==> config.mk <==
export PLATFORM = sky130hd
export DESIGN_NAME = wtcc_fifo
export DESIGN_NICKNAME = d
export VERILOG_FILES = /design/src/design/wtcc_pkg.sv /design/src/design/wtcc_fifo.sv
export SDC_FILE = /design/constraint.sdc
export NUM_CORES = 1
export LEC_CHECK = 0
export ABC_CLOCK_PERIOD_IN_PS = 2200
export BUFFER_PORTS_ARGS = -buffer_cell sky130_fd_sc_hd__buf_4
export CORE_ASPECT_RATIO = 1.2
export CORE_MARGIN = 4
export CORE_UTILIZATION = 45
export DETAILED_ROUTE_END_ITERATION = 8
export PLACE_DENSITY = 0.67
export SLEW_MARGIN = 15
export SYNTH_ARGS = -nofsm -noshare
export SYNTH_HDL_FRONTEND = slang
export SYNTH_SLANG_ARGS = --single-unit
==> constraint.sdc <==
create_clock -name clk -period 2.2 [get_ports clk]
set_input_delay 0.44 -clock clk [delete_from_list [all_inputs] [get_ports clk]]
set_output_delay 0.44 -clock clk [all_outputs]
set_load 0.005 [all_outputs]
==> src/design/wtcc_pkg.sv <==
// ----------------------------------------------------------------------------
// wtcc_pkg
// Shared types and constants for the wheel torque command conditioner.
// ----------------------------------------------------------------------------
package wtcc_pkg;

  // Fixed field widths.
  localparam int SPEED_BITS   = 24;
  localparam int CFG_BITS     = 23;
  localparam int RATIO_BITS   = 16;
  localparam int MAG_BITS     = 24;
  localparam int CRIT_BITS    = CFG_BITS + RATIO_BITS;
  localparam int PROD_BITS    = CFG_BITS + MAG_BITS - 1;
  localparam int QUO_BITS     = 23;
  localparam int FRAC_SHIFT   = 16;
  localparam int LOW_BITS     = QUO_BITS - FRAC_SHIFT;

  // Configuration port geometry.
  localparam int CFG_AW       = 5;
  localparam int CFG_DW       = 32;
  localparam int REG_IDX_BITS = 3;

  // Queue between front and back.
  localparam int Q_DEPTH      = 4;
  localparam int Q_AW         = 2;

  // Register indexes.
  localparam logic [REG_IDX_BITS-1:0] REG_TORQUE_LIMIT    = 3'd0;
  localparam logic [REG_IDX_BITS-1:0] REG_TORQUE_DEADBAND = 3'd1;
  localparam logic [REG_IDX_BITS-1:0] REG_FRICTION_TORQUE = 3'd2;
  localparam logic [REG_IDX_BITS-1:0] REG_SPEED_LIMIT     = 3'd3;
  localparam logic [REG_IDX_BITS-1:0] REG_LINEAR_RATIO    = 3'd4;

  // Friction operation chosen by the front.
  typedef enum logic [2:0] {
    OP_PASS,
    OP_SUB_FR,
    OP_ADD_FR,
    OP_SUB_Q,
    OP_ADD_Q
  } op_t;

  // Configuration register set.
  typedef struct packed {
    logic [CFG_BITS-1:0]   torque_limit;
    logic [CFG_BITS-1:0]   torque_deadband;
    logic [CFG_BITS-1:0]   friction_torque;
    logic [CFG_BITS-1:0]   speed_limit;
    logic [RATIO_BITS-1:0] linear_zone_ratio;
  } cfg_t;

  // Work handed from the front to the back.
  typedef struct packed {
    op_t                  op;
    logic [PROD_BITS-1:0] prod;
    logic [CRIT_BITS-1:0] crit;
  } job_t;

  localparam int JOB_BITS = $bits(job_t);

endpackage

==> src/design/wtcc_fifo.sv <==
// ----------------------------------------------------------------------------
// wtcc_fifo
// Short queue that decouples the front from the back.
// ----------------------------------------------------------------------------
module wtcc_fifo import wtcc_pkg::*; #(
  parameter int WIDTH = 8
) (
  input  logic             clk,
  input  logic             rst_n,
  input  logic             in_valid,
  output logic             in_ready,
  input  logic [WIDTH-1:0] in_data,
  output logic             out_valid,
  input  logic             out_ready,
  output logic [WIDTH-1:0] out_data
);

  logic [WIDTH-1:0] mem_r [Q_DEPTH];
  logic [Q_AW-1:0]  wr_ptr_r, rd_ptr_r;
  logic [Q_AW:0]    cnt_r;
  logic             push, pop;

  assign in_ready  = (cnt_r != Q_DEPTH[Q_AW:0]);
  assign out_valid = (cnt_r != '0);
  assign push      = in_valid && in_ready;
  assign pop       = out_valid && out_ready;
  assign out_data  = mem_r[rd_ptr_r];

  // Pointers and fill count.
  always_ff @(posedge clk) begin
    if (!rst_n) begin
      wr_ptr_r <= '0;
      rd_ptr_r <= '0;
      cnt_r    <= '0;
    end else begin
      if (push) begin
        wr_ptr_r <= wr_ptr_r + 1'b1;
      end
      if (pop) begin
        rd_ptr_r <= rd_ptr_r + 1'b1;
      end
      if (push && !pop) begin
        cnt_r <= cnt_r + 1'b1;
      end else if (pop && !push) begin
        cnt_r <= cnt_r - 1'b1;
      end
    end
  end

  // Entry storage.
  always_ff @(posedge clk) begin
    if (push) begin
      mem_r[wr_ptr_r] <= in_data;
    end
  end

endmodule

* Word level (Yosys, flattened, before mapping) *
Memory sizes are Yosys's and may differ from the RTL's. A register that Yosys moved wholly into a read port is not among the register bits.
Index checks and enable logic that the tools add are counted.

operators by class
  $add $sub $neg = 4
  eq/ne operators = 1
  multiplexer cells = 6
  reduce and logical (&&, ||, !) cells = 8

operators by type and width
  cell                                              count
  two-way mux 3 bit                                 2
  adder 2 x 1 -> 2 bit, second input constant       2
  logical AND 1 bit                                 4
  two-way mux 2 bit                                 2
  adder 3 x 1 -> 3 bit, second input constant       1
  != test 3 bit, second input constant              1
  nonzero test 3 bit                                1
  subtractor 3 x 1 -> 3 bit, second input constant  1
  zero test 1 bit                                   2
  two-way mux 1 bit                                 2
  nonzero test 2 bit                                1

storage, ports and cells
  bits in registers = 7
  bits in writable memories = 32
  output and inout port bits = 10
  logic and storage cells = 23
  memories kept = 1

memory list
  memory  words  width  read ports  clocked after memory_dff  wr ports  RTL line         RTL
  mem_r   4      8      1           1                         1         wtcc_fifo.sv:18  logic [WIDTH-1:0] mem_r [Q_DEPTH];

* Depth between registers and ports, before layout *
Gate-level depths: netlist of the first run.

  word-level depth = 6
  depth in mapped cells = 8

* Worst setup path after synthesis of the first run *
OpenSTA, ideal clock, no wires.

  path type = reg2reg
  start point = register cnt_r[0]
  end point = register cnt_r[2]
  library setup time = 0.076 ns
  data arrival time = 1.980 ns
  required time = 2.124 ns
  setup slack = 0.145 ns
  cell stages (with the launch flop) = 9
  buffers on the path = 0
  clock period less this slack = 2.055 ns
  cells stage by stage = dfxtp_1 nor2_2 a21boi_4 ha_1 inv_1 fa_1 xor2_1 or3_1 a21boi_0

between the ends
  longest elaborated chain between the ends = 5
  elaborated cells between the ends (all ways) = 13

ends and longest elaborated chain
  item                          RTL line         RTL
  start: declaration            wtcc_fifo.sv:20  logic [Q_AW:0] cnt_r;
  start signal: assignment      wtcc_fifo.sv:43  cnt_r <= cnt_r + 1'b1;
  start signal: assignment      wtcc_fifo.sv:45  cnt_r <= cnt_r - 1'b1;
  != test 3 bit (*)             wtcc_fifo.sv:23  assign in_ready = (cnt_r != Q_DEPTH[Q_AW:0]);
  logical AND 1 bit (*)         wtcc_fifo.sv:25  assign push = in_valid && in_ready;
  via push                      wtcc_fifo.sv:21  logic push, pop;
  zero test 1 bit               wtcc_fifo.sv:44  end else if (pop && !push) begin
  logical AND 1 bit             wtcc_fifo.sv:44
  nonzero test 2 bit (no line)  -

Mark *: on every way through the listed nets, which the timed path passes. The rest lies on a longest branch. The select of a mux whose other input is x is not followed.
A chain may end at the register's enable or synchronous reset.

==> results of run 1 <==
worst paths after layout:
kind	from	endpoint	slack, ns
max reg2reg	cnt_r[1]	cnt_r[2]	0.20
min	in_data[5]	mem_r[2][5]	0.35
max	flip-flop	out_data[4]	0.18
min reg2reg	wr_ptr_r[0]	wr_ptr_r[0]	0.51
flip-flops by register name (all words and copies together), names as in the netlist, named ones only:
signal,cells
wr_ptr_r,2
rd_ptr_r,2
cnt_r,3
mem_r,32
cell usage in the layout, fill, tap and decap left out, types with 2 or more instances in the layout:
master and count:
and2_1 8, buf_4 23, clkbuf_8 5, clkinv_2 2, dfxtp_1 7, dfxtp_2 2
edfxtp_1 32, ha_1 5, inv_1 3, mux2i_1 3, mux4_2 8, nand2_1 5
xnor2_1 3
cells by family after synthesis:
family | Yosys count
buf+inv | 6
fa+ha+maj | 6
mux | 11
compound gates | 5
xor+xnor | 4
simple gates | 17
flops | 41
stage by stage:
stage | utilization | area [µm²] | hold slack [ns]
2_1_floorplan | - | 1660 | 0.468
3_3_place_gp | 0.539 | 1860 | 0.480
6_report | 0.564 | 1950 | 0.351
5_1_grt | 0.564 | 1950 | 0.325
3_5_place_dp | 0.539 | 1860 | 0.502
4_1_cts | 0.563 | 1950 | 0.339
final cells by class:
type                            instances  area (µm²)  area share
Clock buffer                            6        72.6      0.0373
Clock inverter                          2        10.0     0.00514
Inverter                                3        11.3     0.00578
Multi-Input combinational cell         43         492       0.252
Sequential cell                        41        1140       0.587
Tap cell                               37        46.3      0.0238
Timing Repair Buffer                   23         173      0.0886
worst max-delay path, delay by kind of cell (launching register included):
kind / cells / cell delay (ns)
flops: 1 / 0.41
buf+inv: 2 / 0.37
mux: 1 / 0.52
what timing repair did:
| action | CTS | global route |
|---|---|---|
| endpoints found under the setup margin | 0 | 1 |
| hold buffers | 0 | 0 |
| resized for setup | 0 | 2 |
report_power, final:
group	internal (mW)	leakage, nW	switching, mW	total [mW]
registers	0.956	0.368	0.0982	1.05
clock network	0.219	0.0450	0.233	0.452
logic	0.360	0.291	0.231	0.592
per-layer routing:
metal,wire length (µm),vias to the layer above,track usage
li1,-,389,-
met1,930,392,0.128
met2,1290,17,0.198
met3,142,6,0.0529
met4,44,0,0.0576
met5,0,-,0
==> impl_metrics.ini, run 1 <==
[outcome]
status = finished, final reports clean

[grt]
grt_use_total = 0.118
grt-ovfl-total = 0
antenna_found_initial = 0
grt_start_max_net_pins = 13
grt_first_pass_wirelength_um = 4010
grt_pass1_vias = 842

[critical_path]
worst-setup-path-type = reg2out
cp.required_ns = 1.76
cp-end-kind = output port
cpMostUsedCell = buf_4
r2r_cells = 7
start_kind = flip-flop
arrival_ns = 1.58
worstPathMaxFanout = 6
path_cells = buf_4, mux4_2, buf_4
critPathMaxStageDelay_ns = 0.52
cp_slowest_cell = mux4_2

[pwr]
p_per_area_nw_per_um2 = 1080
p_total_mw = 2.10
peakVddDrop_mv = 0.580
p_leak_nw = 0.704

[yosys]
synth_seq_cells = 41
synth-adder-area-share = 0.0498
synth_compound_area_frac = 0.0415
synth_cells = 90
synth_top_cell_by_area = edfxtp_1
yosysTopAreaCellShare = 0.580
synth-simple-area-share = 0.0574
async_flop_share = 0
avgSynthCellArea_um2 = 18.4
synth_fp_nets = 108
synth_flop_cell = edfxtp_1
syn_area_um2 = 1660
synth_warnings = 0
synthTopCellsByCount = 32 x edfxtp_1, 9 x dfxtp_1, 8 x and2_1, 8 x mux4_2
synth_xor_area_frac = 0.0211
yosys-top-cells-area = edfxtp_1 58%, dfxtp_1 11%, mux4_2 11%, ha_1 3.8%, and2_1 3.0%
muxShareOfSynthArea = 0.127
synth_edf_count = 32
ys_types = 22
ys_seq_area_frac = 0.689
yosysMostFrequentCell = edfxtp_1
synth_top_family_by_area = multiplexers

[die]
die-area_um2 = 4720
start_util = 0.480
die_y_um = 74.5
core.rowCount = 23
die_w_um = 63.4
core_area_um2 = 3450
ios = 22

[final_layout]
fillers = 274
final_nets = 135
syn_to_final_growth_pct = 17.6
final_cells = 155
drive_above_1_share = 0.381
diodes = 0

[sta]
timing.fmax_ghz = 0.494
finClkSkew_ns = 0.00313
period_share = 0.920
setup_viol = 0
tightestPinTransition_ns = 0.425
rsz0062_at_grt = false
drv_slew = 0
max-slew-margin-rel = 0.716
hold_viol = 0
period_minus_slack_ns = 2.02
finalSetupTns_ns = 0
worst_slack_ns = 0.175

[run]
drv_cap = 0

[cts]
cts_tree = yes
clkTransAtPathRegs_ns = 0.07
cts_buffers = 5
postCtsSetupRepairBufs = 0
cts-root-buf = clkbuf_8
clk_latency_ns = 0.29
cts_buffer_depth = 2
clock-sinks = 41
cts_max_level = 2

[route]
drc = 0
postRouteAntennaNets = 0
viasPerCell = 5.19
vias = 804
routed_wl_um = 2410
wl_per_cell_um = 15.5
drtIter0Drc = 57
drt-pass1-iter-count = 4

[placement]
port_buffers = 21
hpwl_um = 1740
place.gp.congestion = 0.747
dpl_worst_slack_ns = 0.107
place_inst = 147

[worst_hold_path]
hold_depth = 1
min_path_type = in2reg
Power figures use the tool's default switching activity.
==> run 2: changes to the inputs <==
--- a/config.mk
+++ b/config.mk
@@ -6,7 +6,7 @@
 export NUM_CORES = 1
 export LEC_CHECK = 0
 export ABC_CLOCK_PERIOD_IN_PS = 2200
-export BUFFER_PORTS_ARGS = -buffer_cell sky130_fd_sc_hd__buf_4
+export BUFFER_PORTS_ARGS = -buffer_cell sky130_fd_sc_hd__buf_2
 export CORE_ASPECT_RATIO = 1.2
 export CORE_MARGIN = 4
 export CORE_UTILIZATION = 45
==> impl_metrics.ini, run 2 (synthesized netlist as in run 1, its figures left out) <==
[outcome]
status = finished, final reports clean

[cts]
postCtsSetupRepairBufs = 0
cts_buffer_depth = 2
clkTransAtPathRegs_ns = 0.08
cts_tree = yes
clk_latency_ns = 0.28
cts_max_level = 2
cts_buffers = 5
cts-root-buf = clkbuf_8
ctsHoldBuffers = 0
clock-sinks = 41

[final_layout]
diodes = 0
top_regs = mem_r (32), cnt_r (3)
syn_to_final_growth_pct = 14.6
fillers = 282
top_register = mem_r
final_nets = 135
largest_reg_flops = 32
drive_above_1_share = 0.390
fin_area_um2 = 1900
final_common_cell = edfxtp_1
final_cell_mix = 32 x edfxtp_1, 21 x buf_2, 8 x mux4_2, 8 x and2_1, 7 x dfxtp_1

[pwr]
p_leak_nw = 0.689
peakVddDrop_mv = 0.522
p_per_area_nw_per_um2 = 1090

[grt]
use_met1 = 0.130
grt_use_total = 0.122
grtUsageMet2 = 0.220
grt-ovfl-total = 0
grt_first_pass_wirelength_um = 4170
grt_start_max_net_pins = 14
antenna_found_initial = 0
grt_pass1_vias = 856
grt_use_met3 = 0.0438
top_usage_layer = met2

[sta]
rsz0062_at_grt = false
worst_slack_ns = 0.140
timing.fmax_ghz = 0.485
period_minus_slack_ns = 2.06
setup_viol = 0
max-slew-margin-rel = 0.712
period_share = 0.936
finClkSkew_ns = 0.00662
finalSetupTns_ns = 0
tightestPinTransition_ns = 0.432
drv_slew = 0
hold_viol = 0

[route]
drtIter0Drc = 18
drt-pass1-iter-count = 2
viasPerCell = 5.19
routed_wl_um = 2530
vias = 804
postRouteAntennaNets = 0
drc = 0
wl_per_cell_um = 16.3

[die]
die_y_um = 74.5
ios = 22
core_area_um2 = 3450
die_w_um = 63.4
core.rowCount = 23
start_util = 0.480
die-area_um2 = 4720

[critical_path]
start_kind = flip-flop
worst-setup-path-type = reg2reg
worstPathMaxFanout = 6
cp.required_ns = 2.41
cp-end-kind = flip-flop
arrival_ns = 2.27
ff2ff_setup_slack_ns = 0.14

[placement]
dpl_worst_slack_ns = 0.00210
place.gp.congestion = 0.748
hpwl_um = 1820
placed_cell_area_um2 = 1810
port_buffers = 21

[worst_hold_path]
min_path_type = in2reg

[run]
drv_cap = 0
[run 2: stage by stage]
| step | total power, mW | instances | utilization | hold WS, ns |
|---|---|---|---|---|
| after floorplan | 1.43 | 90 | - | 0.468 |
| after global placement | 1.61 | 147 | 0.524 | 0.480 |
| after detailed placement | 1.63 | 147 | 0.524 | 0.508 |
| after CTS | 2.09 | 155 | 0.549 | 0.361 |
| after global routing | 2.20 | 155 | 0.550 | 0.355 |
| final | 2.06 | 155 | 0.550 | 0.371 |
[run 2: layout make-up]
cell class / count / area, µm² / area share
Clock buffer: 5 / 68.8 / 0.0363
Multi-Input combinational cell: 43 / 492 / 0.259
Clock inverter: 3 / 16.3 / 0.00857
Sequential cell: 41 / 1140 / 0.603
Timing Repair Buffer: 23 / 120 / 0.0633
Inverter: 3 / 11.3 / 0.00593
Tap cell: 37 / 46.3 / 0.0244
[run 2: timing repair]
item,in CTS,in global routing
gates resized for setup,0,2
hold endpoints to repair,0,0
setup endpoints to repair,0,1
[run 2: worst max-delay path, cell delays in order (launching register included)]
cell	delay, ns
dfxtp_2	0.44
nor2_2	0.08
a21boi_4	0.17
ha_1	0.21
inv_1	0.07
fa_1	0.38
xor2_1	0.16
or3_1	0.30
a21boi_0	0.18
[run 2: power by group]
group | switching, mW | leakage (nW) | internal (mW)
clock | 0.240 | 0.0482 | 0.219
sequential | 0.0897 | 0.368 | 0.956
combinational | 0.245 | 0.272 | 0.313
total | 0.575 | 0.689 | 1.49
[run 2: path summary, 6_finish.rpt]
check | from | endpoint | cells past startpoint
worst max-delay path | cnt_r[0] | cnt_r[2] | 8
worst min-delay path | in_data[2] | mem_r[2][2] | 1
worst max register to register | cnt_r[0] | cnt_r[2] | 8
worst min register to register | wr_ptr_r[1] | wr_ptr_r[1] | 2
[run 2: layer usage]
layer / share of wire / routed length, µm
met5: 0 / 0
met3: 0.043 / 108
met4: 0.017 / 42
met1: 0.39 / 981
met2: 0.55 / 1400
