--- src/design/wtcc_pkg.sv ---
// ----------------------------------------------------------------------------
// wtcc_pkg
// Shared types and constants for the wheel torque command conditioner.
// ----------------------------------------------------------------------------
package wtcc_pkg;

  // Fixed field widths.
  localparam int SPEED_BITS   = 24;
  localparam int CFG_BITS     = 23;
  localparam int RATIO_BITS   = 16;
  localparam int MAG_BITS     = 24;
  localparam int CRIT_BITS    = CFG_BITS + RATIO_BITS;
  localparam int PROD_BITS    = CFG_BITS + MAG_BITS - 1;
  localparam int QUO_BITS     = 23;
  localparam int FRAC_SHIFT   = 16;
  localparam int LOW_BITS     = QUO_BITS - FRAC_SHIFT;

  // Configuration port geometry.
  localparam int CFG_AW       = 5;
  localparam int CFG_DW       = 32;
  localparam int REG_IDX_BITS = 3;

  // Queue between front and back.
  localparam int Q_DEPTH      = 4;
  localparam int Q_AW         = 2;

  // Register indexes.
  localparam logic [REG_IDX_BITS-1:0] REG_TORQUE_LIMIT    = 3'd0;
  localparam logic [REG_IDX_BITS-1:0] REG_TORQUE_DEADBAND = 3'd1;
  localparam logic [REG_IDX_BITS-1:0] REG_FRICTION_TORQUE = 3'd2;
  localparam logic [REG_IDX_BITS-1:0] REG_SPEED_LIMIT     = 3'd3;
  localparam logic [REG_IDX_BITS-1:0] REG_LINEAR_RATIO    = 3'd4;

  // Friction operation chosen by the front.
  typedef enum logic [2:0] {
    OP_PASS,
    OP_SUB_FR,
    OP_ADD_FR,
    OP_SUB_Q,
    OP_ADD_Q
  } op_t;

  // Configuration register set.
  typedef struct packed {
    logic [CFG_BITS-1:0]   torque_limit;
    logic [CFG_BITS-1:0]   torque_deadband;
    logic [CFG_BITS-1:0]   friction_torque;
    logic [CFG_BITS-1:0]   speed_limit;
    logic [RATIO_BITS-1:0] linear_zone_ratio;
  } cfg_t;

  // Work handed from the front to the back.
  typedef struct packed {
    op_t                  op;
    logic [PROD_BITS-1:0] prod;
    logic [CRIT_BITS-1:0] crit;
  } job_t;

  localparam int JOB_BITS = $bits(job_t);

endpackage

--- src/design/wtcc_front.sv ---
// ----------------------------------------------------------------------------
// wtcc_front
// Accepts words, clamps and deadbands the command, and classifies the
// friction case against the critical speed.
// ----------------------------------------------------------------------------
module wtcc_front import wtcc_pkg::*; #(
  parameter int TORQUE_BITS = 24
) (
  input  logic                          clk,
  input  logic                          rst_n,
  input  cfg_t                          cfg,
  input  logic                          in_valid,
  output logic                          in_ready,
  input  logic signed [TORQUE_BITS-1:0] in_cmd,
  input  logic signed [SPEED_BITS-1:0]  in_speed,
  output logic                          out_valid,
  input  logic                          out_ready,
  output logic signed [TORQUE_BITS-1:0] out_cmd,
  output job_t                          out_job
);

  localparam int SW = ((TORQUE_BITS > SPEED_BITS) ? TORQUE_BITS : SPEED_BITS) + 1;

  logic                          adv;
  logic                          v1_r, v2_r, v3_r;
  logic signed [TORQUE_BITS-1:0] c1_r, c2_r, c3_r;
  logic signed [SPEED_BITS-1:0]  s1_r;
  logic                          neg2_r;
  logic [MAG_BITS-1:0]           mag2_r;
  logic [CRIT_BITS-1:0]          crit_r, crit_nxt;
  job_t                          job3_r;

  logic signed [SW-1:0]          cw, lim_w, db_w, cl_w, abs_w;
  logic signed [TORQUE_BITS-1:0] c2_nxt;
  logic [MAG_BITS-1:0]           mag2_nxt;
  logic [CRIT_BITS:0]            mag28, crit_ext;
  op_t                           op_nxt;
  logic [PROD_BITS-1:0]          prod_nxt;

  // The whole front moves when its last stage is empty or drained.
  assign adv      = !v3_r || out_ready;
  assign in_ready = adv;

  // Critical speed follows the configuration.
  assign crit_nxt = CRIT_BITS'(cfg.speed_limit) * CRIT_BITS'(cfg.linear_zone_ratio);

  always_ff @(posedge clk) begin
    crit_r <= crit_nxt;
  end

  // Clamp to the torque limit, then apply the deadband.
  always_comb begin
    cw    = SW'(c1_r);
    lim_w = $signed({{(SW-CFG_BITS){1'b0}}, cfg.torque_limit});
    db_w  = $signed({{(SW-CFG_BITS){1'b0}}, cfg.torque_deadband});
    cl_w  = cw;
    if (lim_w != '0) begin
      if (cw > lim_w) begin
        cl_w = lim_w;
      end else if (cw < -lim_w) begin
        cl_w = -lim_w;
      end
    end
    abs_w  = (cl_w < 0) ? -cl_w : cl_w;
    c2_nxt = (abs_w < db_w) ? '0 : cl_w[TORQUE_BITS-1:0];
  end

  // Speed magnitude; the most negative speed maps to 2^23.
  assign mag2_nxt = s1_r[SPEED_BITS-1] ? MAG_BITS'(-s1_r) : MAG_BITS'(s1_r);

  // Friction case against the critical speed, and the divider's numerator.
  always_comb begin
    mag28    = {mag2_r, {FRAC_SHIFT{1'b0}}};
    crit_ext = {1'b0, crit_r};
    prod_nxt = PROD_BITS'(cfg.friction_torque) * PROD_BITS'(mag2_r);
    if (mag28 > crit_ext) begin
      op_nxt = neg2_r ? OP_ADD_FR : OP_SUB_FR;
    end else if (crit_r == '0) begin
      op_nxt = OP_PASS;
    end else begin
      op_nxt = neg2_r ? OP_ADD_Q : OP_SUB_Q;
    end
  end

  // Stage valids.
  always_ff @(posedge clk) begin
    if (!rst_n) begin
      v1_r <= 1'b0;
      v2_r <= 1'b0;
      v3_r <= 1'b0;
    end else if (adv) begin
      v1_r <= in_valid;
      v2_r <= v1_r;
      v3_r <= v2_r;
    end
  end

  // Stage payloads.
  always_ff @(posedge clk) begin
    if (adv) begin
      c1_r        <= in_cmd;
      s1_r        <= in_speed;
      c2_r        <= c2_nxt;
      neg2_r      <= s1_r[SPEED_BITS-1];
      mag2_r      <= mag2_nxt;
      c3_r        <= c2_r;
      job3_r.op   <= op_nxt;
      job3_r.prod <= prod_nxt;
      job3_r.crit <= crit_r;
    end
  end

  assign out_valid = v3_r;
  assign out_cmd   = c3_r;
  assign out_job   = job3_r;

endmodule

--- config.mk ---
export PLATFORM = sky130hd
export DESIGN_NAME = wtcc_front
export DESIGN_NICKNAME = d
export VERILOG_FILES = /design/src/design/wtcc_pkg.sv /design/src/design/wtcc_front.sv
export SDC_FILE = /design/constraint.sdc
export NUM_CORES = 2
export LEC_CHECK = 0
export ABC_AREA = 0
export CAP_MARGIN = 25
export CORE_AREA = 2 2 455 367
export CTS_CLUSTER_SIZE = 24
export DETAILED_ROUTE_END_ITERATION = 7
export DIE_AREA = 0 0 457 369
export DONT_BUFFER_PORTS = 1
export PLACE_DENSITY = 0.48
export SLEW_MARGIN = 20
export SYNTH_ARGS = -nofsm -noshare
export SYNTH_HDL_FRONTEND = slang
export SYNTH_SLANG_ARGS = --single-unit
--- constraint.sdc ---
create_clock -name clk -period 9 [get_ports clk]
set_clock_uncertainty 0.2 [all_clocks]
set_input_delay 0.9 -clock clk [delete_from_list [all_inputs] [get_ports clk]]
set_output_delay 0.9 -clock clk [all_outputs]
set_load 0.01 [all_outputs]
[Word level (Yosys, flattened, before mapping)]
Index checks and enable logic that the tools add are counted.
Storage, ports and cells
  flip-flop bits (word level): 251
  input port bits: 160
  output and inout port bits: 114
Cells by class
  add/subtract/negate cells: 3
  multipliers: 2
  magnitude comparators: 5
  multiplexer cells: 9
  reductions and logical operators: 4
Operators by type and width (number)
  $mux 25: 4
  $mul 23x24->46: 1
  $gt 40x39->1: 1
  $logic_not 39->1: 1
  $mul 23x16->39: 1
  $lt 24x25->1: 1
  $lt 25x1->1 const B: 1
  $lt 25x24->1: 1
  $neg 23->25: 1
  $neg 25->25: 1
  $gt 24x24->1: 1
  $neg 24->24: 1
  $mux 23: 1
  $reduce_bool 23->1: 1
  $mux 3: 3
  $mux 2: 1
  $logic_not 1->1: 1
  $logic_or 1x1->1: 1

[Logic depth before layout (Yosys ltp)]
  word-level depth: 8
  gate-level depth with buffers: 34
  gate-level depth less buffers: 33

[Worst setup path before layout]
Ideal clock, no wire load.
  kind: input-to-reg
  start: input port cfg[52] (netlist bit)
  end: register job3_r, in the netlist out_job[84] (data pin)
  arrival: 7.472 ns
  data required time: 8.540 ns
  setup slack: 1.068 ns
  stages: 24
  path buffers: 1
  path through: clkbuf_1 -> nand2_1 -> fa_1 -> inv_1 -> fa_1 -> inv_1 -> fa_1 -> fa_1 -> inv_1 -> fa_1 -> inv_1 -> fa_1 -> inv_1 -> fa_1 -> ha_1 -> nand3_1 -> a2111oi_0 -> a211oi_1 -> o21a_1 -> o211a_1 -> o31a_1 -> o21ai_0 -> a21oi_1 -> xnor2_1
Between the ends
  longest elaborated chain between the ends: 1
RTL lines
  from (decl): line wtcc_front.sv:11  | input cfg_t cfg,
  $mul 23x24->46: line wtcc_front.sv:75  | prod_nxt = PROD_BITS'(cfg.friction_torque) * PROD_BITS'(mag2_r);
  named net prod_nxt[45]: line wtcc_front.sv:38  | logic [PROD_BITS-1:0] prod_nxt;
  to (decl): line wtcc_front.sv:31  | job_t job3_r;
The timed path passes the listed nets, and every way through them passes these cells.
A chain may end at the register's enable or synchronous reset.

[Final worst setup path]
  start: register mag2_r[4]
  end: register job3_r, in the netlist out_job[84] (data pin)
Between the ends
  longest elaborated chain between the ends: 1
RTL lines
  from (decl): line wtcc_front.sv:29  | logic [MAG_BITS-1:0] mag2_r;
  from (signal assigned): line wtcc_front.sv:105  | mag2_r <= mag2_nxt;
  $mul 23x24->46: line wtcc_front.sv:75
  named net prod_nxt[45]: line wtcc_front.sv:38
The timed path passes the listed nets, and every way through them passes these cells.

==> results.json <==
{
  "status": "complete, no violations",
  "path_class": "flop to flop",
  "finalCriticalPeriod_ns": 8.449,
  "synth_top_family_by_area": "adder cells",
  "die-area_sq_um": 168600,
  "cts_resized": 0,
  "synth_edf_count": 209,
  "whs_path_depth": 0,
  "yosys.area_share.adder_pct": 48.33,
  "globalRouteOverflowTotal": 0,
  "timing.rr.start": "mag2_r[4]$_DFFE_PP_",
  "row_count": 133,
  "critical_path.endpoint_type": "flop",
  "ios": 274,
  "grt_max_degree": 119,
  "tightest_slew_ns": 1.009,
  "final_util_pct": 27.28,
  "max_clock_freq_mhz": 118.4,
  "cts_sinks": 251,
  "slew_headroom_pct": 32.15,
  "first_iter_violations": 1921,
  "fp.dieW_um": 457,
  "grt_pass1_wl_um": 193400,
  "routabilityCongestion": 0.8711,
  "insertion_delay_ns": 0.61,
  "setup_viol": 0,
  "num_vias": 28594,
  "clk_path_buf_depth": 3,
  "cts_setup_buffers": 0,
  "areaGrowthSynthToFinish_pct": 9.619,
  "drive_gt1_share_pct": 3.814,
  "drv_slew": 0,
  "grt_pass1_vias": 30169,
  "routed_via_density": 4.457,
  "cp_max_fo": 17,
  "synthMuxAreaShare_pct": 0.1504,
  "ant_nets": 0,
  "synth.distinct_cells": 83,
  "rsz0062_at_grt": "false",
  "critPathArrivalTime_ns": 8.60,
  "core-area_sq_um": 163700,
  "dr.pass1.iters": 5,
  "htree_levels": 2,
  "yosys.area_share.simple_pct": 14.96,
  "fin_tns_setup_ns": 0,
  "antenna_found_initial": 30,
  "cts_hold_buffers": 0,
  "yosys_warnings": 0,
  "hold_viol": 0,
  "finalWirelength_um": 126800,
  "start_util_pct": 24.89,
  "cp-endpoint": "out_job[84]$_DFFE_PP_",
  "ys.flop_type": "edfxtp_1",
  "cp-startpoint": "mag2_r[4]$_DFFE_PP_",
  "synthesis.nets": 5554,
  "worstPathRequired_ns": 9.15,
  "critPathLaunchType": "flop",
  "die_y_um": 369,
  "netlist_area_sq_um": 40750,
  "portBuffers": 0,
  "root_buffer": "clkbuf_16",
  "grt_usage_pct": 15.12,
  "synthArstFlopShare_pct": 0,
  "post-route-period-util_pct": 93.87,
  "synth_seq_cells": 251,
  "dpl.hpwl_um": 102000,
  "r2r_cells": 26,
  "synth_xor_area_share_pct": 2.923,
  "synth_compound_area_share_pct": 6.018,
  "drcViolationCount": 0,
  "nets": 5503,
  "cts_made_buffers": 37,
  "wl_per_cell_um": 19.76,
  "netlist_instances": 4270,
  "clkTransAtPathRegs_ns": 0.06,
  "reg2reg_slack_ns": 0.55,
  "cts_tree": "done",
  "r2r_end": "out_job[84]$_DFFE_PP_",
  "ys_seq_area_share_pct": 17.46,
  "worstHoldPathType": "input port to flop",
  "synth.avg_cell_area_sq_um": 9.543,
  "drv_cap": 0
}
worst min-delay path by stage:
stage | startpoint | endpoint | slack (ns)
floorplan | c2_r[0]$_SDFFCE_PP0P_ | out_cmd[0]$_DFFE_PP_ | 0.20
global placement | c2_r[6]$_SDFFCE_PP0P_ | out_cmd[6]$_DFFE_PP_ | 0.20
detailed placement | c2_r[23]$_SDFFCE_PP0P_ | out_cmd[23]$_DFFE_PP_ | 0.21
CTS | in_speed[18] | s1_r[18]$_DFFE_PP_ | 0.14
global route | in_speed[18] | s1_r[18]$_DFFE_PP_ | 0.15
finish | in_cmd[3] | c1_r[3]$_DFFE_PP_ | 0.19
per-layer routing:
layer | up-vias | share of wire (%) | GRT usage (%)
li1 | 13047 | - | -
met1 | 14608 | 46 | 20.89
met2 | 771 | 45 | 24.11
met3 | 166 | 6.5 | 2.987
met4 | 2 | 2.3 | 3.923
met5 | - | 0.0087 | 0
cells in the final DEF, fill, tap and decap left out, drive strengths merged, types with 71 or more instances in the layout:
cell type | synthesis | final
ha | 374 | 374
nor2 | 103 | 103
inv | 933 | 940
fa | 750 | 750
a21oi | 91 | 91
o21ai | 71 | 71
and2 | 282 | 282
buf | 12 | 73
xnor2 | 110 | 110
edfxtp | 209 | 209
nand2 | 718 | 718
state kept, by name, summed over array words and instances, names as in the netlist:
| name | cells |
|---|---|
| mag2_r | 24 |
| v1_r | 1 |
| crit_r | 39 |
| neg2_r | 1 |
| s1_r | 24 |
| v2_r | 1 |
| out_valid | 1 |
| c2_r | 24 |
| out_cmd | 24 |
| out_job | 88 |
| c1_r | 24 |
cells by family after synthesis:
group	count (synthesis)
and+or+nand+nor	1291
adders and majority gates	1124
xor gates and xnor gates	136
AOI/OAI and AO/OA	366
buffers and inverters	1096
muxes	6
DFF	251
final cells by class:
class | instances | area [sq um]
fillers | 17405 | 119100
well taps | 2160 | 2703
multi-input cells | 2923 | 29510
clock buffers | 46 | 1022
flip-flops and latches | 251 | 7117
clock inverters | 21 | 209.0
diodes | 9 | 22.52
inverters | 933 | 3502
repair buffers | 73 | 585.6
critical path: stages, from the launching register on:
cell	delay, ns
edfxtp_1	0.95
nand2_1	0.15
fa_1	0.41
inv_1	0.09
fa_1	0.44
fa_1	0.56
ha_1	0.14
inv_1	0.05
fa_1	0.48
inv_1	0.06
fa_1	0.53
inv_1	0.05
fa_1	0.47
inv_1	0.04
ha_1	0.23
or3_1	0.38
a211o_1	0.34
a31oi_1	0.79
a2111oi_2	0.28
a211oi_1	0.27
buf_4	0.18
o21a_1	0.30
o211a_1	0.25
o31a_1	0.19
o21ai_0	0.11
a21oi_1	0.19
xnor2_1	0.08
stage by stage:
step | instances | hold slack (ns) | area, sq um | worst slack, ns
5_1_grt | 6416 | 0.1528 | 44670 | 0.1166
6_report | 6416 | 0.1874 | 44670 | 0.5514
3_3_place_gp | 6340 | 0.2025 | 43410 | 0.2790
4_1_cts | 6407 | 0.1365 | 44640 | 0.3179
3_5_place_dp | 6340 | 0.2071 | 43410 | 0.3054
2_1_floorplan | 4270 | 0.2003 | 40750 | 1.068
cell usage after synthesis, types with 3 or more instances:
| cell | count | share of area [%] |
|---|---|---|
| nor2_1 | 103 | 0.95 |
| a211oi_1 | 9 | 0.17 |
| or4_1 | 9 | 0.17 |
| a31oi_1 | 11 | 0.17 |
| o31a_1 | 3 | 0.064 |
| o21ai_0 | 68 | 0.84 |
| nor4_2 | 3 | 0.092 |
| nor2b_1 | 23 | 0.35 |
| mux2i_1 | 5 | 0.12 |
| a311oi_1 | 3 | 0.064 |
| and4_1 | 6 | 0.13 |
| o211ai_1 | 6 | 0.11 |
| nand2_1 | 718 | 6.6 |
| a2111oi_0 | 7 | 0.15 |
| nand3_1 | 22 | 0.27 |
| or3_1 | 8 | 0.12 |
| clkbuf_1 | 151 | 1.4 |
| o21bai_1 | 13 | 0.24 |
| a221oi_1 | 7 | 0.15 |
| a2bb2oi_1 | 3 | 0.064 |
| o22ai_1 | 3 | 0.046 |
| o41ai_1 | 5 | 0.11 |
| a21oi_1 | 90 | 1.1 |
| buf_2 | 7 | 0.086 |
| a211o_1 | 3 | 0.064 |
| a21boi_0 | 3 | 0.055 |
| nand4_1 | 27 | 0.41 |
| nor3_1 | 22 | 0.27 |
| or2_2 | 7 | 0.11 |
| dfxtp_1 | 42 | 2.1 |
| fa_1 | 750 | 37 |
| nand2b_1 | 19 | 0.29 |
| xor2_1 | 26 | 0.56 |
| inv_1 | 933 | 8.6 |
| nor4_1 | 17 | 0.26 |
| and2_1 | 282 | 4.3 |
| ha_1 | 374 | 11 |
| a41oi_1 | 4 | 0.086 |
| edfxtp_1 | 209 | 15 |
| o31ai_1 | 15 | 0.28 |
| xnor2_1 | 110 | 2.4 |
| a21o_1 | 55 | 1.0 |
| o21a_1 | 25 | 0.46 |
| o221ai_1 | 5 | 0.11 |
| and3_1 | 10 | 0.15 |
Power is left out: the tool's default activity adds up to more than one toggle a clock period on the data nets, which glitch-free logic cannot reach.
