--- config.mk ---
export PLATFORM = sky130hd
export DESIGN_NAME = wtcc_back
export DESIGN_NICKNAME = d
export VERILOG_FILES = /design/src/design/wtcc_pkg.sv /design/src/design/wtcc_back.sv
export SDC_FILE = /design/constraint.sdc
export NUM_CORES = 2
export LEC_CHECK = 0
export BUFFER_PORTS_ARGS = -buffer_cell sky130_fd_sc_hd__buf_4
export CORE_ASPECT_RATIO = 0.9
export CORE_MARGIN = 1
export CORE_UTILIZATION = 30
export CTS_CLUSTER_SIZE = 40
export DETAILED_ROUTE_END_ITERATION = 8
export HOLD_SLACK_MARGIN = 0.05
export SLEW_MARGIN = 20
export SYNTH_ARGS = -nofsm -noshare
export SYNTH_HDL_FRONTEND = slang
export SYNTH_SLANG_ARGS = --single-unit
--- constraint.sdc ---
create_clock -name clk -period 413.9 [get_ports clk]
set_input_delay 103.475 -clock clk [delete_from_list [all_inputs] [get_ports clk]]
set_output_delay 103.475 -clock clk [all_outputs]
set_load 0.03 [all_outputs]
--- src/design/wtcc_pkg.sv ---
// ----------------------------------------------------------------------------
// wtcc_pkg
// Shared types and constants for the wheel torque command conditioner.
// ----------------------------------------------------------------------------
package wtcc_pkg;

  // Fixed field widths.
  localparam int SPEED_BITS   = 24;
  localparam int CFG_BITS     = 23;
  localparam int RATIO_BITS   = 16;
  localparam int MAG_BITS     = 24;
  localparam int CRIT_BITS    = CFG_BITS + RATIO_BITS;
  localparam int PROD_BITS    = CFG_BITS + MAG_BITS - 1;
  localparam int QUO_BITS     = 23;
  localparam int FRAC_SHIFT   = 16;
  localparam int LOW_BITS     = QUO_BITS - FRAC_SHIFT;

  // Configuration port geometry.
  localparam int CFG_AW       = 5;
  localparam int CFG_DW       = 32;
  localparam int REG_IDX_BITS = 3;

  // Queue between front and back.
  localparam int Q_DEPTH      = 4;
  localparam int Q_AW         = 2;

  // Register indexes.
  localparam logic [REG_IDX_BITS-1:0] REG_TORQUE_LIMIT    = 3'd0;
  localparam logic [REG_IDX_BITS-1:0] REG_TORQUE_DEADBAND = 3'd1;
  localparam logic [REG_IDX_BITS-1:0] REG_FRICTION_TORQUE = 3'd2;
  localparam logic [REG_IDX_BITS-1:0] REG_SPEED_LIMIT     = 3'd3;
  localparam logic [REG_IDX_BITS-1:0] REG_LINEAR_RATIO    = 3'd4;

  // Friction operation chosen by the front.
  typedef enum logic [2:0] {
    OP_PASS,
    OP_SUB_FR,
    OP_ADD_FR,
    OP_SUB_Q,
    OP_ADD_Q
  } op_t;

  // Configuration register set.
  typedef struct packed {
    logic [CFG_BITS-1:0]   torque_limit;
    logic [CFG_BITS-1:0]   torque_deadband;
    logic [CFG_BITS-1:0]   friction_torque;
    logic [CFG_BITS-1:0]   speed_limit;
    logic [RATIO_BITS-1:0] linear_zone_ratio;
  } cfg_t;

  // Work handed from the front to the back.
  typedef struct packed {
    op_t                  op;
    logic [PROD_BITS-1:0] prod;
    logic [CRIT_BITS-1:0] crit;
  } job_t;

  localparam int JOB_BITS = $bits(job_t);

endpackage

--- src/design/wtcc_back.sv ---
// ----------------------------------------------------------------------------
// wtcc_back
// Pipelined restoring divider for the linear friction zone, followed by the
// final add, saturation and the output register.
// ----------------------------------------------------------------------------
module wtcc_back import wtcc_pkg::*; #(
  parameter int TORQUE_BITS = 24
) (
  input  logic                          clk,
  input  logic                          rst_n,
  input  logic [CFG_BITS-1:0]           friction,
  input  logic                          in_valid,
  output logic                          in_ready,
  input  logic signed [TORQUE_BITS-1:0] in_cmd,
  input  job_t                          in_job,
  output logic                          out_valid,
  input  logic                          out_ready,
  output logic signed [TORQUE_BITS-1:0] out_torque
);

  localparam int SW = ((TORQUE_BITS > SPEED_BITS) ? TORQUE_BITS : SPEED_BITS) + 1;
  localparam int N  = QUO_BITS;

  logic                          adv;
  logic [N:0]                    dv_r;
  logic [CRIT_BITS-1:0]          rem_r  [N+1];
  logic [CRIT_BITS-1:0]          crit_r [N+1];
  logic [QUO_BITS-1:0]           lq_r   [N+1];
  op_t                           op_r   [N+1];
  logic signed [TORQUE_BITS-1:0] cmd_r  [N+1];

  logic [CRIT_BITS:0]            trial  [N];
  logic [CRIT_BITS:0]            diff   [N];
  logic                          ge     [N];

  logic                          ov_r;
  logic signed [TORQUE_BITS-1:0] torque_r;
  logic signed [SW-1:0]          cmd_w, fr_w, q_w, sum, tmax, tmin;
  logic signed [TORQUE_BITS-1:0] torque_nxt;

  assign adv      = !ov_r || out_ready;
  assign in_ready = adv;

  // One quotient bit per stage.
  always_comb begin
    for (int k = 0; k < N; k++) begin
      trial[k] = {rem_r[k], lq_r[k][QUO_BITS-1]};
      diff[k]  = trial[k] - {1'b0, crit_r[k]};
      ge[k]    = (trial[k] >= {1'b0, crit_r[k]});
    end
  end

  // Stage valids.
  always_ff @(posedge clk) begin
    if (!rst_n) begin
      dv_r <= '0;
    end else if (adv) begin
      dv_r <= {dv_r[N-1:0], in_valid};
    end
  end

  // Divider payload: the remainder starts from the numerator's upper bits.
  always_ff @(posedge clk) begin
    if (adv) begin
      rem_r[0]  <= in_job.prod[PROD_BITS-1:LOW_BITS];
      lq_r[0]   <= {in_job.prod[LOW_BITS-1:0], {FRAC_SHIFT{1'b0}}};
      crit_r[0] <= in_job.crit;
      op_r[0]   <= in_job.op;
      cmd_r[0]  <= in_cmd;
      for (int k = 0; k < N; k++) begin
        rem_r[k+1]  <= ge[k] ? diff[k][CRIT_BITS-1:0] : trial[k][CRIT_BITS-1:0];
        lq_r[k+1]   <= {lq_r[k][QUO_BITS-2:0], ge[k]};
        crit_r[k+1] <= crit_r[k];
        op_r[k+1]   <= op_r[k];
        cmd_r[k+1]  <= cmd_r[k];
      end
    end
  end

  // Apply friction and saturate.
  always_comb begin
    tmax  = $signed({{(SW-TORQUE_BITS+1){1'b0}}, {(TORQUE_BITS-1){1'b1}}});
    tmin  = ~tmax;
    cmd_w = SW'(cmd_r[N]);
    fr_w  = $signed({{(SW-CFG_BITS){1'b0}}, friction});
    q_w   = $signed({{(SW-QUO_BITS){1'b0}}, lq_r[N]});
    unique case (op_r[N])
      OP_SUB_FR: sum = cmd_w - fr_w;
      OP_ADD_FR: sum = cmd_w + fr_w;
      OP_SUB_Q:  sum = cmd_w - q_w;
      OP_ADD_Q:  sum = cmd_w + q_w;
      default:   sum = cmd_w;
    endcase
    if (sum > tmax) begin
      torque_nxt = tmax[TORQUE_BITS-1:0];
    end else if (sum < tmin) begin
      torque_nxt = tmin[TORQUE_BITS-1:0];
    end else begin
      torque_nxt = sum[TORQUE_BITS-1:0];
    end
  end

  // Output register.
  always_ff @(posedge clk) begin
    if (!rst_n) begin
      ov_r <= 1'b0;
    end else if (adv) begin
      ov_r <= dv_r[N];
    end
  end

  always_ff @(posedge clk) begin
    if (adv) begin
      torque_r <= torque_nxt;
    end
  end

  assign out_valid  = ov_r;
  assign out_torque = torque_r;

endmodule

; ---- Word-level counts from Yosys, hierarchy flattened
; Memory sizes are Yosys's and may differ from the RTL's.
; Cells that the tools add are included.
[word_totals]
ff_bits = 49
ram_bits = 3072
in_bits = 139
out_inout_bits = 26
word_cells = 93
mem_count = 5
[op_classes]
add_sub_neg = 27
order_cmp = 25
n_eq_ne = 4
n_mux = 27
reduce_logical = 2
[memory_table]
columns = memory, depth, width, rd, rd_ports_with_merged_regs, write_ports, line
row1 = crit_r, 24, 39, 23, 0, 24, wtcc_back.sv:27  ; logic [CRIT_BITS-1:0] crit_r [N+1];
row2 = rem_r, 24, 39, 23, 0, 24, wtcc_back.sv:26  ; logic [CRIT_BITS-1:0] rem_r [N+1];
row3 = cmd_r, 24, 24, 24, 0, 24, wtcc_back.sv:30  ; logic signed [TORQUE_BITS-1:0] cmd_r [N+1];
row4 = lq_r, 24, 23, 24, 0, 24, wtcc_back.sv:28  ; logic [QUO_BITS-1:0] lq_r [N+1];
row5 = op_r, 24, 3, 24, 0, 24, wtcc_back.sv:29  ; op_t op_r [N+1];
[ops]
columns = op, n
row1 = greater-or-equal comparator 40 x 39 -> 1 bit, 23
row2 = two-way mux 39 bit, 23
row3 = subtractor 39 bit, 23
row4 = case mux 25 bit (4 select lines), 1
row5 = adder 24 x 24 -> 25 bit, 2
row6 = subtractor 24 x 24 -> 25 bit, 2
row7 = "> comparator 25 x 24 -> 1 bit, second input constant", 1
row8 = "less-than comparator 25 x 24 -> 1 bit, second input constant", 1
row9 = two-way mux 24 bit, 1
row10 = "== test 3 x 2 -> 1 bit, second input constant", 2
row11 = "== test 3 x 1 -> 1 bit, second input constant", 1
row12 = "== test 3 bit, second input constant", 1
row13 = two-way mux 1 bit, 2
row14 = logical NOT 1 bit, 1
row15 = logical OR 1 bit, 1

; ---- Longest topological paths before layout
; An unclocked memory read counts as a cell.
[logic_depth]
depth_word = 5
ltp_mapped = 23

; ---- Worst setup path after synthesis
; OpenSTA, ideal clock, no wires.
[synth_path]
path_kind = input to output
from = input port out_ready
to = output port in_ready
t_arrival_ns = 178.704
t_required_ns = 310.425
setup_slack_ns = 131.721
cell_stages = 4
n_path_buf = 2
path_cell_list = nor2b_1 > clkbuf_1 > inv_2 > clkbuf_1
[synth_via]
elab_chain_len = 1
[synth_rtl]
columns = element, line
row1 = from (decl), wtcc_back.sv:17  ; input logic out_ready,
row2 = logical OR 1 bit, wtcc_back.sv:41  ; assign adv = !ov_r || out_ready;
row3 = to (decl), wtcc_back.sv:13  ; output logic in_ready,
; Every way passes these cells.

; ---- Worst setup path after layout
; Same ends and word-level chain as after synthesis.

==> results by stage <==
STA:
- The minimum hold slack is 0.394 ns.
- The number of slew-limit violations in the final report is 0.
- The sum of negative setup slack is 0 ns.
- The minimum period implied by the final worst setup slack is around 210 ns.
- Headroom to the max-slew limit came out at 0.0896.
- The maximum clock skew at final layout is around 0.045 ns.
- The final count of negative-setup-slack endpoints is 0.
- Setup repair after global routing left no endpoint under its margin.
- The final worst-path setup slack is around 210 ns.
- The transition at the pin with the smallest max-transition slack is 1.35 ns.
- In the finished design, the share of the clock period the worst path needs comes to 0.503.
- Static timing analysis puts the maximum clock frequency at ~0.0048 GHz.
- The count of endpoints failing hold in the final timing report is 0.

Hold path:
- The path type of the worst min-delay path is register to register.
- The worst hold endpoint is lq_r[2][15].
- The worst hold path begins at lq_r[1][175].
- The depth of the worst hold-timing path is 0.

Yosys:
- For this run, asynchronously set or reset flops after synthesis account for 0.
- The number of different library cells used by synthesis comes to between 80 and 90.
- By count the netlist is led by 2770 x sky130_fd_sc_hd__edfxtp_1, 1150 x sky130_fd_sc_hd__inv_1, 943 x sky130_fd_sc_hd__a21oi_1.
- The synthesized netlist occupies a cell area of between 100000 and 150000 sq um.
- The Yosys step of the flow raised 0 warnings.
- The number of flops mapped to enable cells by yosys is 2770.
- The portion of the post-synthesis area used by sequential elements is 0.583.
- Synthesis inferred between 2000 and 3000 register bits.
- Synthesis produced a netlist with a net count of about 13000.
- In the post-synthesis netlist, the biggest area contributors are sky130_fd_sc_hd__edfxtp_1 58%, sky130_fd_sc_hd__ha_1 8.1%, sky130_fd_sc_hd__mux2_2 3.8%.
- The area share of the largest cell type after synthesis is 0.580.
- In the synthesized netlist, the number of instances is roughly 12000.
- The library cell with the highest instance count after synthesis is sky130_fd_sc_hd__edfxtp_1.
- The mean instance size in the synthesized netlist is approximately 12 sq um.
- Among all flip-flop cells after synthesis, the most frequent one is sky130_fd_sc_hd__edfxtp_1.
- Of all cell types, the one taking the most synthesized area is sky130_fd_sc_hd__edfxtp_1.

Global route:
- Across every metal layer, demand over resource in global routing totals 0.117.
- The overflow left after global routing is 0.
- The number of global-route vias before repair is around 87000.
- The first global-routing pass estimated 457 mm of wire.
- Entering global routing, the biggest net connects 195 pins.
- The initial antenna violation count is 7.

Cells and area:
- The net count of the finished layout is between 10000 and 15000.
- The area growth from synthesis to layout is 13.5%.
- The multi-input combinational cells in the finished layout cover a total of 54700 sq um.
- The post-route core utilization is 0.342.
- In the final layout, the share of cells above drive strength 1 is 0.103.
- Excluding fillers, the count of instances in the completed layout stands at 18600.
- The final-layout fill cell count is 46400.
- The sequential cell area is 83700 sq um.

Power:
- The part of the power in the clock network is 0.222.
- Of the total power, combinational logic draws 0.415.
- For this design the ratio of total power to cell area is about 7.7 nW/um^2.
- The switching power is between 0.4 and 0.5 mW.
- The cell leakage power is approximately 66 nW.
- The share of total power dissipated in sequential elements is 0.363.
- VDD sags by at most 0.00409 mV.
- The internal portion of the total power is around 0.8 mW.
- The switching share of power is 0.348.

Critical path:
- The data arrival time of the worst path is between 100 and 150 ns.
- The kind of end point of the critical path is an output port.
- The startpoint kind of the worst setup timing path is an input port.
- The required time at the worst-slack endpoint is slightly above 300 ns.
- The launch point of the worst path is out_ready.
- The worst setup path is of the input port to output port kind.
- The largest fanout of any net on the critical path is about 120.
- The worst flop-to-flop path endpoint is out_torque[19].
- The number of cells on the worst reg-to-reg path is 21.
- The worst reg-to-reg setup slack is between 400 and 500 ns.
- The worst register-to-register path begins at lq_r[2][167].

Floorplanning:
- The number of primary I/O pins is 165.
- The core region is around 480000 sq um.
- The die extent in y is about 660 um.
- The starting utilization of the core area is 0.302.
- The total number of placement rows is 240.
- The floorplan step defined a die boundary enclosing 481000 sq um.
- Measured along the x axis, the die boundary spans about 730 um.

Clock network:
- The hold-fix buffer count after cts is 0.
- CTS built an H-tree with a depth of 5.
- The clock reaches the later pin of the worst-skew pair after between 0.9 and 1 ns.
- The post-CTS setup buffer count is 0.
- Clock-pin slew was measured on the worst setup and hold paths at around 0.060 ns.
- The buffer levels on the longest clock path is 4.
- The library cell used as clock root buffer is sky130_fd_sc_hd__clkbuf_16.
- TritonCTS built the clock tree.
- Counting every sink on the clock net gives roughly 2800.
- Clock tree synthesis inserted a total of 321 buffers.
- The post-cts sizing count is 0.

Drt:
- After the first detailed-routing iteration, the DRC count stood at between 4000 and 5000.
- Dividing the detail-routed via count by the number of cells gives about 4.7.
- The average wire per cell in the routed design is ~16 um.
- The count of nets left with antenna violations once routing finished came out at 0.
- The number of iterations in the first detailed-routing pass is 5.
- Across all layers, the routed design uses about 87000 vias.
- The detailed-route DRC error count is 0.
- The post-detailed-routing wire length is ~290 mm.

Flow run:
- Max-cap violations in this run came to 0.

Placement:
- At the end of routability-driven placement, the weighted congestion stood at 0.893.
- After legalization and detailed placement, the total HPWL measured between 200 and 250 mm.
- The number of buffer cells added on primary ports is approximately 160.
- In this run, placement finished with an instance count of 18000.
- The pre-CTS setup slack is a little over 200 ns.

Status:
- The flow ran to the end, and the final reports show no timing, DRC or antenna violations.
[sequential cells by signal, indices dropped and copies added (netlist names)]
name,count
cmd_r,576
crit_r,897
op_r,72
rem_r,897
out_torque,24
dv_r,24
out_valid,1
lq_r,304
[cell type report]
cell class / count / share of cell area
inverters: 1151 / 0.0266
repair buffers: 238 / 0.0116
diodes: 2 / 0.0000308
clock inverters: 188 / 0.0113
flip-flops and latches: 2795 / 0.514
multi-input cells: 7551 / 0.336
clock buffers: 390 / 0.0519
well taps: 6292 / 0.0484
[layer usage]
layer,part of all wire,up-vias,track usage
met4,0.056,0,0.0613
li1,-,44000,-
met1,0.41,40700,0.130
met5,0,-,0
met3,0.034,727,0.0163
met2,0.50,1541,0.215
[critical path, stage by stage]
cell and delay, ns:
sky130_fd_sc_hd__buf_4 0.08, sky130_fd_sc_hd__nor2b_2 0.03, sky130_fd_sc_hd__buf_4 0.23, sky130_fd_sc_hd__inv_8 0.54
sky130_fd_sc_hd__buf_4 0.33
[how the worst max path moves through the flow]
stage | to | slack, ns | cells past startpoint
6_report | in_ready | 205.72 | 5
5_1_grt | in_ready | 205.53 | 5
4_1_cts | in_ready | 205.58 | 5
3_5_place_dp | in_ready | 205.58 | 5
3_3_place_gp | in_ready | 205.56 | 5
2_1_floorplan | in_ready | 131.72 | 4
[power groups by stage]
| stage | Clock (mW) | Sequential, mW | Combinational, mW |
|---|---|---|---|
| after floorplan | 0 | 0.440 | 0.407 |
| after global placement | 0 | 0.458 | 0.510 |
| after detailed placement | 0 | 0.458 | 0.513 |
| after CTS | 0.288 | 0.453 | 0.518 |
| after global routing | 0.297 | 0.460 | 0.577 |
| final | 0.277 | 0.452 | 0.518 |
[cell usage in the layout (no fill, tap or decap), types with 118 or more instances in the layout]
cell                        netlist  layout
sky130_fd_sc_hd__a31oi_1        119     119
sky130_fd_sc_hd__nand2b_1       122     122
sky130_fd_sc_hd__buf_4            0     229
sky130_fd_sc_hd__mux2_2         484     484
sky130_fd_sc_hd__ha_1           925     925
sky130_fd_sc_hd__nor2b_1        119     118
sky130_fd_sc_hd__a21oi_1        943     942
sky130_fd_sc_hd__edfxtp_1      2770    2770
sky130_fd_sc_hd__xor2_1         287     286
sky130_fd_sc_hd__nor2_1         625     624
sky130_fd_sc_hd__clkbuf_16        0     328
sky130_fd_sc_hd__a21o_1         528     527
sky130_fd_sc_hd__nand2_1        700     700
sky130_fd_sc_hd__inv_1         1150    1150
sky130_fd_sc_hd__nand3_1        175     175
sky130_fd_sc_hd__xnor2_1        510     510
sky130_fd_sc_hd__o21ai_0        650     649
[cell families (layout without fill, tap and decap cells)]
group,count (synthesis),in the layout,share of synthesized area
flip-flops,2795,2795,0.583
multiplexers,517,517,0.0403
buffers and inverters,1408,1967,0.0369
XOR/XNOR,798,798,0.0488
adder cells (fa/ha/maj),955,955,0.0845
AO/OA/AOI/OAI,3025,3025,0.132
AND/OR/NAND/NOR,2256,2256,0.0739
other,0,2,0
[stage by stage]
step,instance area (sq um),power [mW]
final,163000,1.25
after global routing,163000,1.33
after CTS,163000,1.26
after detailed placement,152000,0.971
after global placement,152000,0.968
after floorplan,143000,0.848
Note: power is estimated with default switching activity, not from simulation.
